<file path="src/tesp_pkg.sv">
`timescale 1ns / 1ps
package tesp_pkg;

	localparam int PARAM_SLOTS = 16;
	localparam int SLOT_W = $clog2(PARAM_SLOTS);
	localparam int CNT_W = $clog2(PARAM_SLOTS + 1);

	localparam logic [3:0] K_PRINT = 4'd0;
	localparam logic [3:0] K_EXEC = 4'd1;
	localparam logic [3:0] K_ESC = 4'd2;
	localparam logic [3:0] K_CSI = 4'd3;
	localparam logic [3:0] K_HOOK = 4'd4;
	localparam logic [3:0] K_PUT = 4'd5;
	localparam logic [3:0] K_UNHOOK = 4'd6;
	localparam logic [3:0] K_OSC_DATA = 4'd7;
	localparam logic [3:0] K_OSC_END = 4'd8;

	// parser states
	localparam logic [3:0] S_GROUND = 4'd0;
	localparam logic [3:0] S_ESC = 4'd1;
	localparam logic [3:0] S_ESC_INT = 4'd2;
	localparam logic [3:0] S_CSI_ENTRY = 4'd3;
	localparam logic [3:0] S_CSI_PARAM = 4'd4;
	localparam logic [3:0] S_CSI_INT = 4'd5;
	localparam logic [3:0] S_CSI_IGN = 4'd6;
	localparam logic [3:0] S_DCS_ENTRY = 4'd7;
	localparam logic [3:0] S_DCS_PARAM = 4'd8;
	localparam logic [3:0] S_DCS_INT = 4'd9;
	localparam logic [3:0] S_DCS_PASS = 4'd10;
	localparam logic [3:0] S_DCS_IGN = 4'd11;
	localparam logic [3:0] S_OSC = 4'd12;
	localparam logic [3:0] S_STR = 4'd13;

	// datapath commands from controller
	typedef struct packed {
		logic clear;      // clear params and intermediate
		logic clr_inter;  // clear intermediate only
		logic load_inter; // hold the byte as intermediate
		logic add_digit;
		logic push;
		logic osc_clear;
		logic osc_digit;
		logic osc_seen;
		logic run_start;  // begin emitting a parameter run
		logic single;     // emit a single result
		logic [3:0] kind;
	} tesp_cmd_t;

	// datapath status to controller
	typedef struct packed {
		logic busy;       // result pending or run in progress
		logic osc_data_seen;
	} tesp_sts_t;

	// saturating multiply by ten plus digit
	function automatic logic [15:0] acc_digit(input logic [15:0] v, input logic [3:0] d);
		logic [20:0] t;
		t = {5'd0, v} * 21'd10 + {17'd0, d};
		return (t > 21'd65535) ? 16'hFFFF : t[15:0];
	endfunction

endpackage

</file>
<file path="src/tesp_ctrl.sv">
`timescale 1ns / 1ps
module tesp_ctrl (
	input  logic                 clk,
	input  logic                 arst_n,
	input  logic                 in_fire,
	input  logic [7:0]           ch,
	input  tesp_pkg::tesp_sts_t  sts,
	output tesp_pkg::tesp_cmd_t  cmd
);

	logic [3:0] state_q;
	logic [3:0] state_d;

	logic c0, inter, fin, par, digit, csi_grp, dcs_grp;
	assign c0 = ch < 8'h20;
	assign inter = ch >= 8'h20 && ch <= 8'h2F;
	assign fin = ch >= 8'h40 && ch <= 8'h7E;
	assign par = ch >= 8'h30 && ch <= 8'h3F;
	assign digit = ch >= 8'h30 && ch <= 8'h39;
	assign csi_grp = state_q == tesp_pkg::S_CSI_ENTRY || state_q == tesp_pkg::S_CSI_PARAM ||
		state_q == tesp_pkg::S_CSI_INT;
	assign dcs_grp = state_q == tesp_pkg::S_DCS_ENTRY || state_q == tesp_pkg::S_DCS_PARAM ||
		state_q == tesp_pkg::S_DCS_INT;

	// next state and commands per byte
	always_comb begin
		state_d = state_q;
		cmd = '0;
		if (in_fire) begin
			case (state_q)
				tesp_pkg::S_GROUND: begin
					if (ch == 8'h1B) begin
						state_d = tesp_pkg::S_ESC; cmd.clr_inter = 1'b1;
					end else if (ch == 8'h9B) begin
						cmd.clear = 1'b1; state_d = tesp_pkg::S_CSI_ENTRY;
					end else if (ch == 8'h90) begin
						cmd.clear = 1'b1; state_d = tesp_pkg::S_DCS_ENTRY;
					end else if (ch == 8'h9D) begin
						cmd.osc_clear = 1'b1; state_d = tesp_pkg::S_OSC;
					end else if (ch == 8'h9C) begin
						state_d = state_q;
					end else if (ch == 8'h98 || ch == 8'h9E || ch == 8'h9F) begin
						state_d = tesp_pkg::S_STR;
					end else if (c0 || (ch >= 8'h80 && ch <= 8'h9F)) begin
						cmd.single = 1'b1; cmd.kind = tesp_pkg::K_EXEC;
					end else begin
						cmd.single = 1'b1; cmd.kind = tesp_pkg::K_PRINT;
					end
				end
				tesp_pkg::S_ESC: begin
					if (ch == 8'h5B) begin
						cmd.clear = 1'b1; state_d = tesp_pkg::S_CSI_ENTRY;
					end else if (ch == 8'h5D) begin
						cmd.osc_clear = 1'b1; state_d = tesp_pkg::S_OSC;
					end else if (ch == 8'h50) begin
						cmd.clear = 1'b1; state_d = tesp_pkg::S_DCS_ENTRY;
					end else if (ch == 8'h5F || ch == 8'h5E) begin
						state_d = tesp_pkg::S_STR;
					end else if (ch == 8'h5C) begin
						state_d = tesp_pkg::S_GROUND;
					end else if (inter) begin
						cmd.load_inter = 1'b1; state_d = tesp_pkg::S_ESC_INT;
					end else if (ch >= 8'h30 && ch <= 8'h7E) begin
						cmd.single = 1'b1; cmd.kind = tesp_pkg::K_ESC;
						state_d = tesp_pkg::S_GROUND;
					end else if (c0 && ch != 8'h1B) begin
						cmd.single = 1'b1; cmd.kind = tesp_pkg::K_EXEC;
					end else begin
						state_d = tesp_pkg::S_GROUND;
					end
				end
				tesp_pkg::S_ESC_INT: begin
					if (inter) begin
						cmd.load_inter = 1'b1;
					end else if (fin) begin
						cmd.single = 1'b1; cmd.kind = tesp_pkg::K_ESC;
						state_d = tesp_pkg::S_GROUND;
					end else if (ch == 8'h1B) begin
						state_d = tesp_pkg::S_ESC; cmd.clr_inter = 1'b1;
					end else if (c0) begin
						cmd.single = 1'b1; cmd.kind = tesp_pkg::K_EXEC;
					end else begin
						state_d = tesp_pkg::S_GROUND;
					end
				end
				tesp_pkg::S_CSI_IGN: begin
					if (fin) begin
						state_d = tesp_pkg::S_GROUND;
					end else if (ch == 8'h1B) begin
						state_d = tesp_pkg::S_ESC; cmd.clr_inter = 1'b1;
					end else if (c0) begin
						cmd.single = 1'b1; cmd.kind = tesp_pkg::K_EXEC;
					end
				end
				tesp_pkg::S_DCS_PASS: begin
					if (ch == 8'h1B) begin
						state_d = tesp_pkg::S_ESC; cmd.clr_inter = 1'b1;
					end else if (ch == 8'h9C) begin
						cmd.single = 1'b1; cmd.kind = tesp_pkg::K_UNHOOK;
						state_d = tesp_pkg::S_GROUND;
					end else begin
						cmd.single = 1'b1; cmd.kind = tesp_pkg::K_PUT;
					end
				end
				tesp_pkg::S_OSC: begin
					if (ch == 8'h1B) begin
						state_d = tesp_pkg::S_ESC; cmd.clr_inter = 1'b1;
					end else if (ch == 8'h07 || ch == 8'h9C) begin
						cmd.single = 1'b1; cmd.kind = tesp_pkg::K_OSC_END;
						state_d = tesp_pkg::S_GROUND;
					end else if ((ch >= 8'h20 && ch <= 8'h7E) || ch >= 8'h80) begin
						if (!sts.osc_data_seen && digit) begin
							cmd.osc_digit = 1'b1;
						end else if (!sts.osc_data_seen && ch == 8'h3B) begin
							cmd.osc_seen = 1'b1;
						end else begin
							cmd.osc_seen = 1'b1;
							cmd.single = 1'b1; cmd.kind = tesp_pkg::K_OSC_DATA;
						end
					end
				end
				tesp_pkg::S_DCS_IGN, tesp_pkg::S_STR: begin
					if (ch == 8'h1B) begin
						state_d = tesp_pkg::S_ESC; cmd.clr_inter = 1'b1;
					end else if (ch == 8'h9C) begin
						state_d = tesp_pkg::S_GROUND;
					end
				end
				default: begin
					if (csi_grp) begin
						if (par && state_q != tesp_pkg::S_CSI_INT) begin
							state_d = tesp_pkg::S_CSI_PARAM;
							if (digit) begin
								cmd.add_digit = 1'b1;
							end else if (ch == 8'h3B ||
								(ch == 8'h3A && state_q != tesp_pkg::S_CSI_ENTRY)) begin
								cmd.push = 1'b1;
							end else if (ch >= 8'h3C && state_q == tesp_pkg::S_CSI_ENTRY) begin
								cmd.load_inter = 1'b1;
							end else begin
								state_d = tesp_pkg::S_CSI_IGN;
							end
						end else if (inter) begin
							cmd.load_inter = 1'b1; state_d = tesp_pkg::S_CSI_INT;
						end else if (fin) begin
							cmd.push = 1'b1; cmd.run_start = 1'b1;
							cmd.kind = tesp_pkg::K_CSI; state_d = tesp_pkg::S_GROUND;
						end else if (ch == 8'h1B) begin
							state_d = tesp_pkg::S_ESC; cmd.clr_inter = 1'b1;
						end else if (c0) begin
							cmd.single = 1'b1; cmd.kind = tesp_pkg::K_EXEC;
						end else begin
							state_d = tesp_pkg::S_CSI_IGN;
						end
					end else if (dcs_grp) begin
						if (par && state_q != tesp_pkg::S_DCS_INT) begin
							state_d = tesp_pkg::S_DCS_PARAM;
							if (digit) begin
								cmd.add_digit = 1'b1;
							end else if (ch == 8'h3B) begin
								cmd.push = 1'b1;
							end
						end else if (inter) begin
							cmd.load_inter = 1'b1; state_d = tesp_pkg::S_DCS_INT;
						end else if (fin) begin
							cmd.push = 1'b1; cmd.run_start = 1'b1;
							cmd.kind = tesp_pkg::K_HOOK; state_d = tesp_pkg::S_DCS_PASS;
						end else if (ch == 8'h1B) begin
							state_d = tesp_pkg::S_ESC; cmd.clr_inter = 1'b1;
						end else if (c0) begin
							cmd.single = 1'b1; cmd.kind = tesp_pkg::K_EXEC;
						end else begin
							state_d = tesp_pkg::S_DCS_IGN;
						end
					end else begin
						state_d = tesp_pkg::S_GROUND;
					end
				end
			endcase
		end
	end

	// state register
	always_ff @(posedge clk or negedge arst_n) begin
		if (!arst_n) begin
			state_q <= tesp_pkg::S_GROUND;
		end else begin
			state_q <= state_d;
		end
	end

endmodule

</file>
<file path="src/tesp_dp.sv">
`timescale 1ns / 1ps
module tesp_dp (
	input  logic                 clk,
	input  logic                 arst_n,
	input  logic                 in_fire,
	input  logic [7:0]           ch,
	input  tesp_pkg::tesp_cmd_t  cmd,
	output tesp_pkg::tesp_sts_t  sts,
	output logic                 out_valid,
	input  logic                 out_ready,
	output logic [3:0]           out_kind,
	output logic [7:0]           out_code,
	output logic [7:0]           out_inter,
	output logic [15:0]          out_value,
	output logic [3:0]           out_index,
	output logic [4:0]           out_total,
	output logic                 out_last
);

	logic [15:0] store_q [tesp_pkg::PARAM_SLOTS];
	logic [tesp_pkg::PARAM_SLOTS-1:0] sval_q;   // slot written since clear
	logic [tesp_pkg::CNT_W-1:0] used_q;
	logic [7:0] inter_q;
	logic [15:0] osc_num_q;
	logic osc_seen_q;
	// run emission
	logic run_q;
	logic [tesp_pkg::SLOT_W-1:0] ridx_q;
	logic [3:0] rkind_q;
	logic [7:0] rcode_q;

	logic has_room;
	logic [tesp_pkg::SLOT_W-1:0] uslot;
	logic [15:0] cur;
	logic out_free;
	logic [15:0] rval;

	assign has_room = used_q < tesp_pkg::CNT_W'(tesp_pkg::PARAM_SLOTS);
	assign uslot = used_q[tesp_pkg::SLOT_W-1:0];
	assign cur = sval_q[uslot] ? store_q[uslot] : 16'd0;
	assign out_free = !out_valid || out_ready;
	assign rval = sval_q[ridx_q] ? store_q[ridx_q] : 16'd0;
	assign sts.busy = out_valid || run_q;
	assign sts.osc_data_seen = osc_seen_q;

	// parameter slots
	always_ff @(posedge clk) begin
		if (in_fire && cmd.add_digit && has_room) begin
			store_q[uslot] <= tesp_pkg::acc_digit(cur, ch[3:0]);
		end
	end

	// parameter control and osc state
	always_ff @(posedge clk or negedge arst_n) begin
		if (!arst_n) begin
			sval_q <= '0;
			used_q <= '0;
			inter_q <= '0;
			osc_num_q <= '0;
			osc_seen_q <= 1'b0;
		end else if (in_fire) begin
			if (cmd.clear) begin
				sval_q <= '0;
				used_q <= '0;
				inter_q <= '0;
			end
			if (cmd.clr_inter || (cmd.single && cmd.kind == tesp_pkg::K_ESC)) begin
				inter_q <= '0;
			end
			if (cmd.load_inter) begin
				inter_q <= ch;
			end
			if (cmd.add_digit && has_room) begin
				sval_q[uslot] <= 1'b1;
			end
			if (cmd.push && has_room) begin
				used_q <= used_q + 1'b1;
			end
			if (cmd.osc_clear) begin
				osc_num_q <= '0;
				osc_seen_q <= 1'b0;
			end
			if (cmd.osc_digit) begin
				osc_num_q <= tesp_pkg::acc_digit(osc_num_q, ch[3:0]);
			end
			if (cmd.osc_seen) begin
				osc_seen_q <= 1'b1;
			end
		end
	end

	// output register and run sequencer
	always_ff @(posedge clk or negedge arst_n) begin
		if (!arst_n) begin
			out_valid <= 1'b0;
			run_q <= 1'b0;
			ridx_q <= '0;
			rkind_q <= '0;
			rcode_q <= '0;
		end else begin
			if (in_fire && cmd.run_start) begin
				// the input only opens when the register is empty or being taken
				out_valid <= 1'b0;
				run_q <= 1'b1;
				ridx_q <= '0;
				rkind_q <= cmd.kind;
				rcode_q <= ch;
			end else if (in_fire && cmd.single) begin
				out_valid <= 1'b1;
			end else if (run_q && out_free) begin
				out_valid <= 1'b1;
				ridx_q <= ridx_q + 1'b1;
				if ({1'b0, ridx_q} + 1'b1 == used_q) run_q <= 1'b0;
			end else if (out_ready) begin
				out_valid <= 1'b0;
			end
		end
	end

	// output payload
	always_ff @(posedge clk) begin
		if (in_fire && cmd.single) begin
			out_kind <= cmd.kind;
			out_code <= ch;
			out_inter <= (cmd.kind == tesp_pkg::K_ESC) ? inter_q : 8'd0;
			out_value <= (cmd.kind == tesp_pkg::K_OSC_END) ? osc_num_q : 16'd0;
			out_index <= '0;
			out_total <= '0;
			out_last <= 1'b1;
		end else if (!(in_fire && cmd.run_start) && run_q && out_free) begin
			out_kind <= rkind_q;
			out_code <= rcode_q;
			out_inter <= '0;
			out_value <= rval;
			out_index <= ridx_q;
			out_total <= used_q;
			out_last <= ({1'b0, ridx_q} + 1'b1 == used_q);
		end
	end

endmodule

</file>
<file path="src/terminal_escape_sequence_parser_top.sv">
`timescale 1ns / 1ps
// latency: a single result beat is valid the cycle after its byte is accepted
// a final byte with n parameters: run_q, then the first beat; one beat per cycle while ready
// throughput: one byte per cycle while the output drains; a final byte with n
// parameters holds the input closed until the last beat of its run is taken
// reset: arst_n asynchronous, active low; parser returns to ground, parameters cleared
module terminal_escape_sequence_parser_top (
	input  logic        clk,
	input  logic        arst_n,
	input  logic        s_axis_tvalid,
	output logic        s_axis_tready,
	input  logic [7:0]  s_axis_tdata,   // byte_in
	output logic        m_axis_tvalid,
	input  logic        m_axis_tready,
	output logic [47:0] m_axis_tdata,   // kind, code, inter_byte, value, param_index, param_total
	output logic        m_axis_tlast    // last
);

	tesp_pkg::tesp_cmd_t cmd;
	tesp_pkg::tesp_sts_t sts;
	logic in_fire;
	logic cmd_run_hold;
	logic [3:0] o_kind;
	logic [7:0] o_code;
	logic [7:0] o_inter;
	logic [15:0] o_value;
	logic [3:0] o_index;
	logic [4:0] o_total;

	// accept when nothing pending, or the pending beat leaves now and is the last of its run
	assign s_axis_tready = !sts.busy || (m_axis_tvalid && m_axis_tready && !cmd_run_hold);
	assign in_fire = s_axis_tvalid && s_axis_tready;

	tesp_ctrl u_ctrl (
		.clk(clk), .arst_n(arst_n), .in_fire(in_fire), .ch(s_axis_tdata),
		.sts(sts), .cmd(cmd)
	);

	tesp_dp u_dp (
		.clk(clk), .arst_n(arst_n), .in_fire(in_fire), .ch(s_axis_tdata),
		.cmd(cmd), .sts(sts),
		.out_valid(m_axis_tvalid), .out_ready(m_axis_tready),
		.out_kind(o_kind), .out_code(o_code), .out_inter(o_inter),
		.out_value(o_value), .out_index(o_index), .out_total(o_total),
		.out_last(m_axis_tlast)
	);

	// a run in progress keeps the input closed
	assign cmd_run_hold = m_axis_tvalid && !m_axis_tlast;

	assign m_axis_tdata = {3'd0, o_total, o_index, o_value, o_inter, o_code, o_kind};

endmodule
</file>
<file path="config.mk">
export PLATFORM = sky130hd
export DESIGN_NAME = terminal_escape_sequence_parser_top
export DESIGN_NICKNAME = d
export VERILOG_FILES = /design/src/tesp_pkg.sv /design/src/tesp_ctrl.sv /design/src/tesp_dp.sv /design/src/terminal_escape_sequence_parser_top.sv
export SDC_FILE = /design/constraint.sdc
export NUM_CORES = 1
export LEC_CHECK = 0
export ABC_AREA = 1
export BUFFER_PORTS_ARGS = -buffer_cell sky130_fd_sc_hd__buf_2
export CORE_AREA = 2 2 193 195
export CTS_CLUSTER_DIAMETER = 100
export CTS_CLUSTER_SIZE = 25
export DETAILED_ROUTE_END_ITERATION = 10
export DIE_AREA = 0 0 195 197
export PLACE_DENSITY = 0.77
export SYNTH_ARGS = -nofsm -noshare
export SYNTH_HDL_FRONTEND = slang
export SYNTH_HIERARCHICAL = 1
export SYNTH_SLANG_ARGS = --single-unit
</file>
<file path="constraint.sdc">
create_clock -name clk -period 7.2 [get_ports clk]
set_clock_uncertainty 0.2 [all_clocks]
set_input_delay 0 -clock clk [delete_from_list [all_inputs] [get_ports clk]]
set_output_delay 0 -clock clk [all_outputs]
set_load 0.02 [all_outputs]
</file>
# Word level (Yosys, flattened, before mapping)
# Memory sizes are Yosys's and may differ from the RTL's.
# Index checks and enable logic that the tools add are counted.
# word_totals
reg_bits	114
ram_bits	256
input_bits	12
output_inout_bits	51
mem_count	1
# memory_table
memory	words	width	rd	rd_clocked_by_memory_dff	write_ports	line_no	source
u_dp.store_q	16	16	2	0	1	tesp_dp.sv:20	logic [15:0] store_q [tesp_pkg::PARAM_SLOTS];
# op_classes
n_addsub	5
multipliers	2
n_lt_le_gt_ge	17
n_eq_ne	48
muxes	175
bitwise	1
reduce_logical	71
# ops
cell	count
16-bit 2-to-1 mux	12
4-bit 2-to-1 mux	47
5-bit 2-to-1 mux	27
8-bit 2-to-1 mux	8
1-bit 2-to-1 mux	57
8-bit == test, second input constant	7
8-bit by 7-bit == test with 1-bit output, second input constant	6
20-bit by 4-bit adder with 21-bit output	2
21-bit by 16-bit greater-than comparator with 1-bit output, second input constant	2
16-bit by 3-bit multiplier with 19-bit output, second input constant	2
6-bit 2-to-1 mux	6
5-bit one-hot mux with 7 select lines	1
1-bit logical AND	29
4-bit == test, second input constant	7
8-bit by 6-bit greater-or-equal comparator with 1-bit output, second input constant	3
8-bit by 6-bit <= comparator with 1-bit output, second input constant	3
4-bit one-hot mux with 6 select lines	1
4-bit by 3-bit == test with 1-bit output, second input constant	4
8-bit by 6-bit == test with 1-bit output, second input constant	2
2-bit 2-to-1 mux	8
16-bit bitwise OR	1
1-bit logical OR	15
14-bit 2-to-1 mux	1
4-bit by 2-bit == test with 1-bit output, second input constant	3
45 further kinds	65

# Longest topological paths before layout
# depth
depth_word	18
ltp_mapped	30

# Hierarchy
# Netlist, hierarchy kept.
# by_module_without_submodules
module	n_inst	cells_per_inst	area_each_um2
tesp_dp	1	2281	20150.6
tesp_ctrl	1	289	1352.5
terminal_escape_sequence_parser_top	1	8	52.6

# Least setup slack after synthesis
# No wires, ideal clock.
# synth_timing
path_kind	register to register
start	register u_dp/used_q[0] (netlist bit)
end	memory u_dp.store_q[0][14] (data pin)
setup_time_ps	379
arrival_time_ps	4218
slack_ps	2404
stages_incl_launch_ff	27
n_path_buf	5
synth_period_minus_slack_ps	4796
path_cell_list	dfrtp_1 -> buf_2 -> buf_2 -> inv_1 -> buf_2 -> clkbuf_1 -> nor2_1 -> o21ai_0 -> nand2_1 -> a41oi_1 -> ha_1 -> ha_1 -> fa_1 -> nand2_1 -> nor2_1 -> nand2_1 -> nand2_1 -> nand2_1 -> nor2_1 -> nand3_1 -> nor2_1 -> nand3_1 -> nand2_1 -> nand2_1 -> clkinv_2 -> buf_6 -> nand4_1
# synth_between
elab_chain_len	7
word_cells_on_any_way	8
cone_classes	add/sub (1); mul (1); order compare (1); mux (4); memory (1)
# synth_rtl
element	line_no	source
from (decl)	tesp_dp.sv:22	logic [tesp_pkg::CNT_W-1:0] used_q;
from (signal assigned)	tesp_dp.sv:77	used_q <= used_q + 1'b1;
1-bit binary-select mux with 4-bit select	tesp_dp.sv:40	assign cur = sval_q[uslot] ? store_q[uslot] : 16'd0;
1-bit 2-to-1 mux (implied by the code)	tesp_dp.sv:40	
16-bit 2-to-1 mux (*)	tesp_dp.sv:40	
16-bit by 3-bit multiplier with 19-bit output (*)	tesp_pkg.sv:58	t = {5'd0, v} * 21'd10 + {17'd0, d};
20-bit by 4-bit adder with 21-bit output (*)	tesp_pkg.sv:58	
21-bit by 16-bit greater-than comparator with 1-bit output	tesp_pkg.sv:59	return (t > 21'd65535) ? 16'hFFFF : t[15:0];
16-bit 2-to-1 mux (*)	tesp_pkg.sv:59	
to (decl)	tesp_dp.sv:20	
# Mark *: on every way between the ends. The rest lies on a longest branch, timed or not. The select of a mux whose other input is x is not followed.

# Final worst setup path
# layout_timing
start	register u_dp/used_q[1] (netlist bit)
end	memory u_dp.store_q[1][13] (data pin)
# Same word-level chain as after synthesis.

==> results.md <==
- Util after Layout: 63.0%
- Total length of routed wires: 62900 um
- CTS tree: done
- Filler instances: 3030
- Relative slew slack: 27.2%
- Antenna Cells: 0
- # rows: 70
- IO Count: 63
- Family with the most delay on the worst path: simple AND/OR/NAND/NOR gates
- PwrDens: 337 nW/um2
- Mapped Area: 21600 um2
- PnR worst setup slack: 0.924 ns
- Synth cell types: 55
- Routed vias: 19103
- Number of buffers added for setup after CTS: 0
- Starting density of the core: 59.4%
- Hold slack: 0.00705 ns
- Max Cap Viol: 0
- Number of global-route vias before repair: 17760
- Most used cell, CP: nand2_1
- Sequential fraction of the synthesis area: 49.5%
- Reg clk slew, reported paths: 0.10 ns
- P_leak: 9.38 nW
- Avg Cell Area, Syn: 8.36 um2
- Final hold violations: 0
- Synth-to-Final Area Change: 5.96%
- Critical path data required time: 7.08 ns
- Synth warnings: 6
- Setup Crit Path Kind: flop to flop
- Post-route clock period utilization: 87.2%
- Final Cell Area: 22800 um2
- Gpl congestion: 0.980
- Number of synthesized flops with an enable pin: 292
- CTS H-tree depth: 1
- Post-synth top area share: 40.7%
- Final Max Slew Viols: 0
- RSZ-0062 raised after global routing: no
- Commonest non-fill, non-tap cell in the layout: nand2_1
- CTS resizes: 0
- 1st-pass router iterations: 9
- Critical path buffers and inverters: 4
- TritonCTS buffer count: 19
- Worst Tran Pin Value: 1.09 ns
- Core area: 36300 um2
- Clock sink count: 370
- Final setup fails: 0
- Commonest non-fill, non-tap cells in the layout: 511 x nand2_1, 431 x o21ai_0, 292 x edfxtp_1, 263 x inv_1, 237 x nor2_1
- Top_reg_cell synth: edfxtp_1
- Post-layout min period: 6.28 ns
- FF+latch count, synth: 370
- Port Buffers: 59
- DP Area: 22200 um2
- Global-route wire length before repair: 97100 um
- Critical Path Max Stage Delay: 0.86 ns
- Fmax: 0.159 GHz
- DR iter-0 viols: 2627
- Die height: 197 um
- Global route total overflow: 0
- Setup TNS: 0 ns
- GRT Resource Usage Total: 32.3%
- Status: finished clean
- Crit path capture type: flop
- Post-route ant nets: 0
- Synth Instances: 2578
- Root buffer cell: clkbuf_16
- Pre-CTS WS: 1.11 ns
- WL/cell: 20.6 um
- DRC viols: 0
- HPWL after detailed placement: 40900 um
- Initial antenna violation count: 1
- Type of origin of the critical path: flop
- Full die area: 38400 um2
- Critical Path AT: 6.16 ns
- CP Max Fanout: 53
- Post-layout net count: 2654
- Post-DR vias/cell: 6.27
- Crit-path slowest cell: dfrtp_4
- Synth area leader: edfxtp_1
- FFs w/ async S/R, synth: 18.4%
- Hold Path Class: primary input to async pin
- Peak supply drop: 0.228 mV
- Latest clock arrival within the worst-skew pair: 0.55 ns
- Synth area leaders: edfxtp_1 41%, o21ai_0 10%, nand2_1 8.9%
- Largest net degree at the start of global routing: 107
- Clk buf depth: 3
- Share of layout cells above drive strength 1: 7.53%
- Die X-Extent: 195 um
routing by layer:
layer | vias up | track usage [%] | share of wire (%)
li1 | 8841 | - | -
met1 | 8944 | 44.6 | 39
met2 | 1145 | 51.3 | 46
met3 | 173 | 5.34 | 11
met4 | 0 | 13.1 | 3.8
met5 | - | 0 | 0
synthesized netlist by cell type, drive strengths merged (37+ instances only):
cell and number:
nand2 527, o21ai 437, edfxtp 292, inv 268, nor2 267, a21oi 169, nand3 119, clkbuf 78
dfrtp 68, ha 67, buf 51, o211ai 41, nand4 37
area by class of cell:
cell class	count	area, um2	share of cell area, %
timing repair buffer	99	636	2.78
clock inverter	4	45.0	0.197
inverter	273	1030	4.49
clock buffer	23	490	2.15
sequential	370	10700	46.8
tap	468	586	2.56
multi-input combinational	1808	9370	41.0
cells by family after synthesis:
kind of cell | Yosys count | share of synthesized area [%]
adders and majority gates | 71 | 4.26
and+or+nand+nor | 969 | 19.1
xor gates and xnor gates | 20 | 0.813
DFF | 370 | 49.5
other | 1 | 0.0174
buffers and inverters | 402 | 7.43
AOI/OAI and AO/OA | 745 | 18.9
tightest hold or removal path, delay by kind of cell:
kind,cells,cell delay [ns]
buffers and inverters,3,1.28
state kept, by name, indices dropped and copies added (netlist names):
name,cells
u_ctrl/state_q,4
u_dp/inter_q,8
u_dp/osc_num_q,16
u_dp/osc_seen_q,1
u_dp/out_code,8
u_dp/out_index,4
u_dp/out_inter,8
u_dp/out_kind,4
u_dp/out_last,1
u_dp/out_total,5
u_dp/out_valid,1
u_dp/out_value,16
u_dp/rcode_q,8
u_dp/ridx_q,4
u_dp/rkind_q,4
u_dp/run_q,1
u_dp/store_q,256
u_dp/sval_q,16
u_dp/used_q,5
where the power goes:
| part | total [mW] | leakage (nW) | switching, mW | internal, mW |
|---|---|---|---|---|
| clock network | 1.17 | 0.261 | 0.674 | 0.499 |
| logic | 3.46 | 5.61 | 2.49 | 0.969 |
| registers | 3.06 | 3.51 | 0.226 | 2.84 |
| total | 7.70 | 9.38 | 3.39 | 4.31 |
final timing paths:
kind | startpoint | endpoint | slack (ns) | cells after the start
min in group clk | s_axis_tdata[6] | u_dp/inter_q[6] | 0.16 | 4
max in group asynchronous | arst_n | u_dp/used_q[1] | 6.11 | 3
min reg2reg | u_dp/out_index[1] | u_dp/out_index[1] | 0.28 | 2
min | arst_n | u_dp/inter_q[0] | 0.007 | 3
max reg2reg | u_dp/used_q[1] | u_dp/store_q[1][13] | 0.92 | 25
max | u_dp/used_q[1] | u_dp/store_q[1][13] | 0.92 | 25
through the flow:
stage	instances	total power, mW
after floorplan	2580	5.41
after global placement	3007	6.36
after detailed placement	3007	6.46
after CTS	3045	7.61
after global routing	3045	8.14
final	3045	7.70
what timing repair did:
action | 4_1_cts | 5_1_grt
endpoints found under the setup margin | 0 | 0
hold endpoints to repair | 114 | 0
hold buffers | 11 | 0
Note: power is estimated with default switching activity, not from simulation.
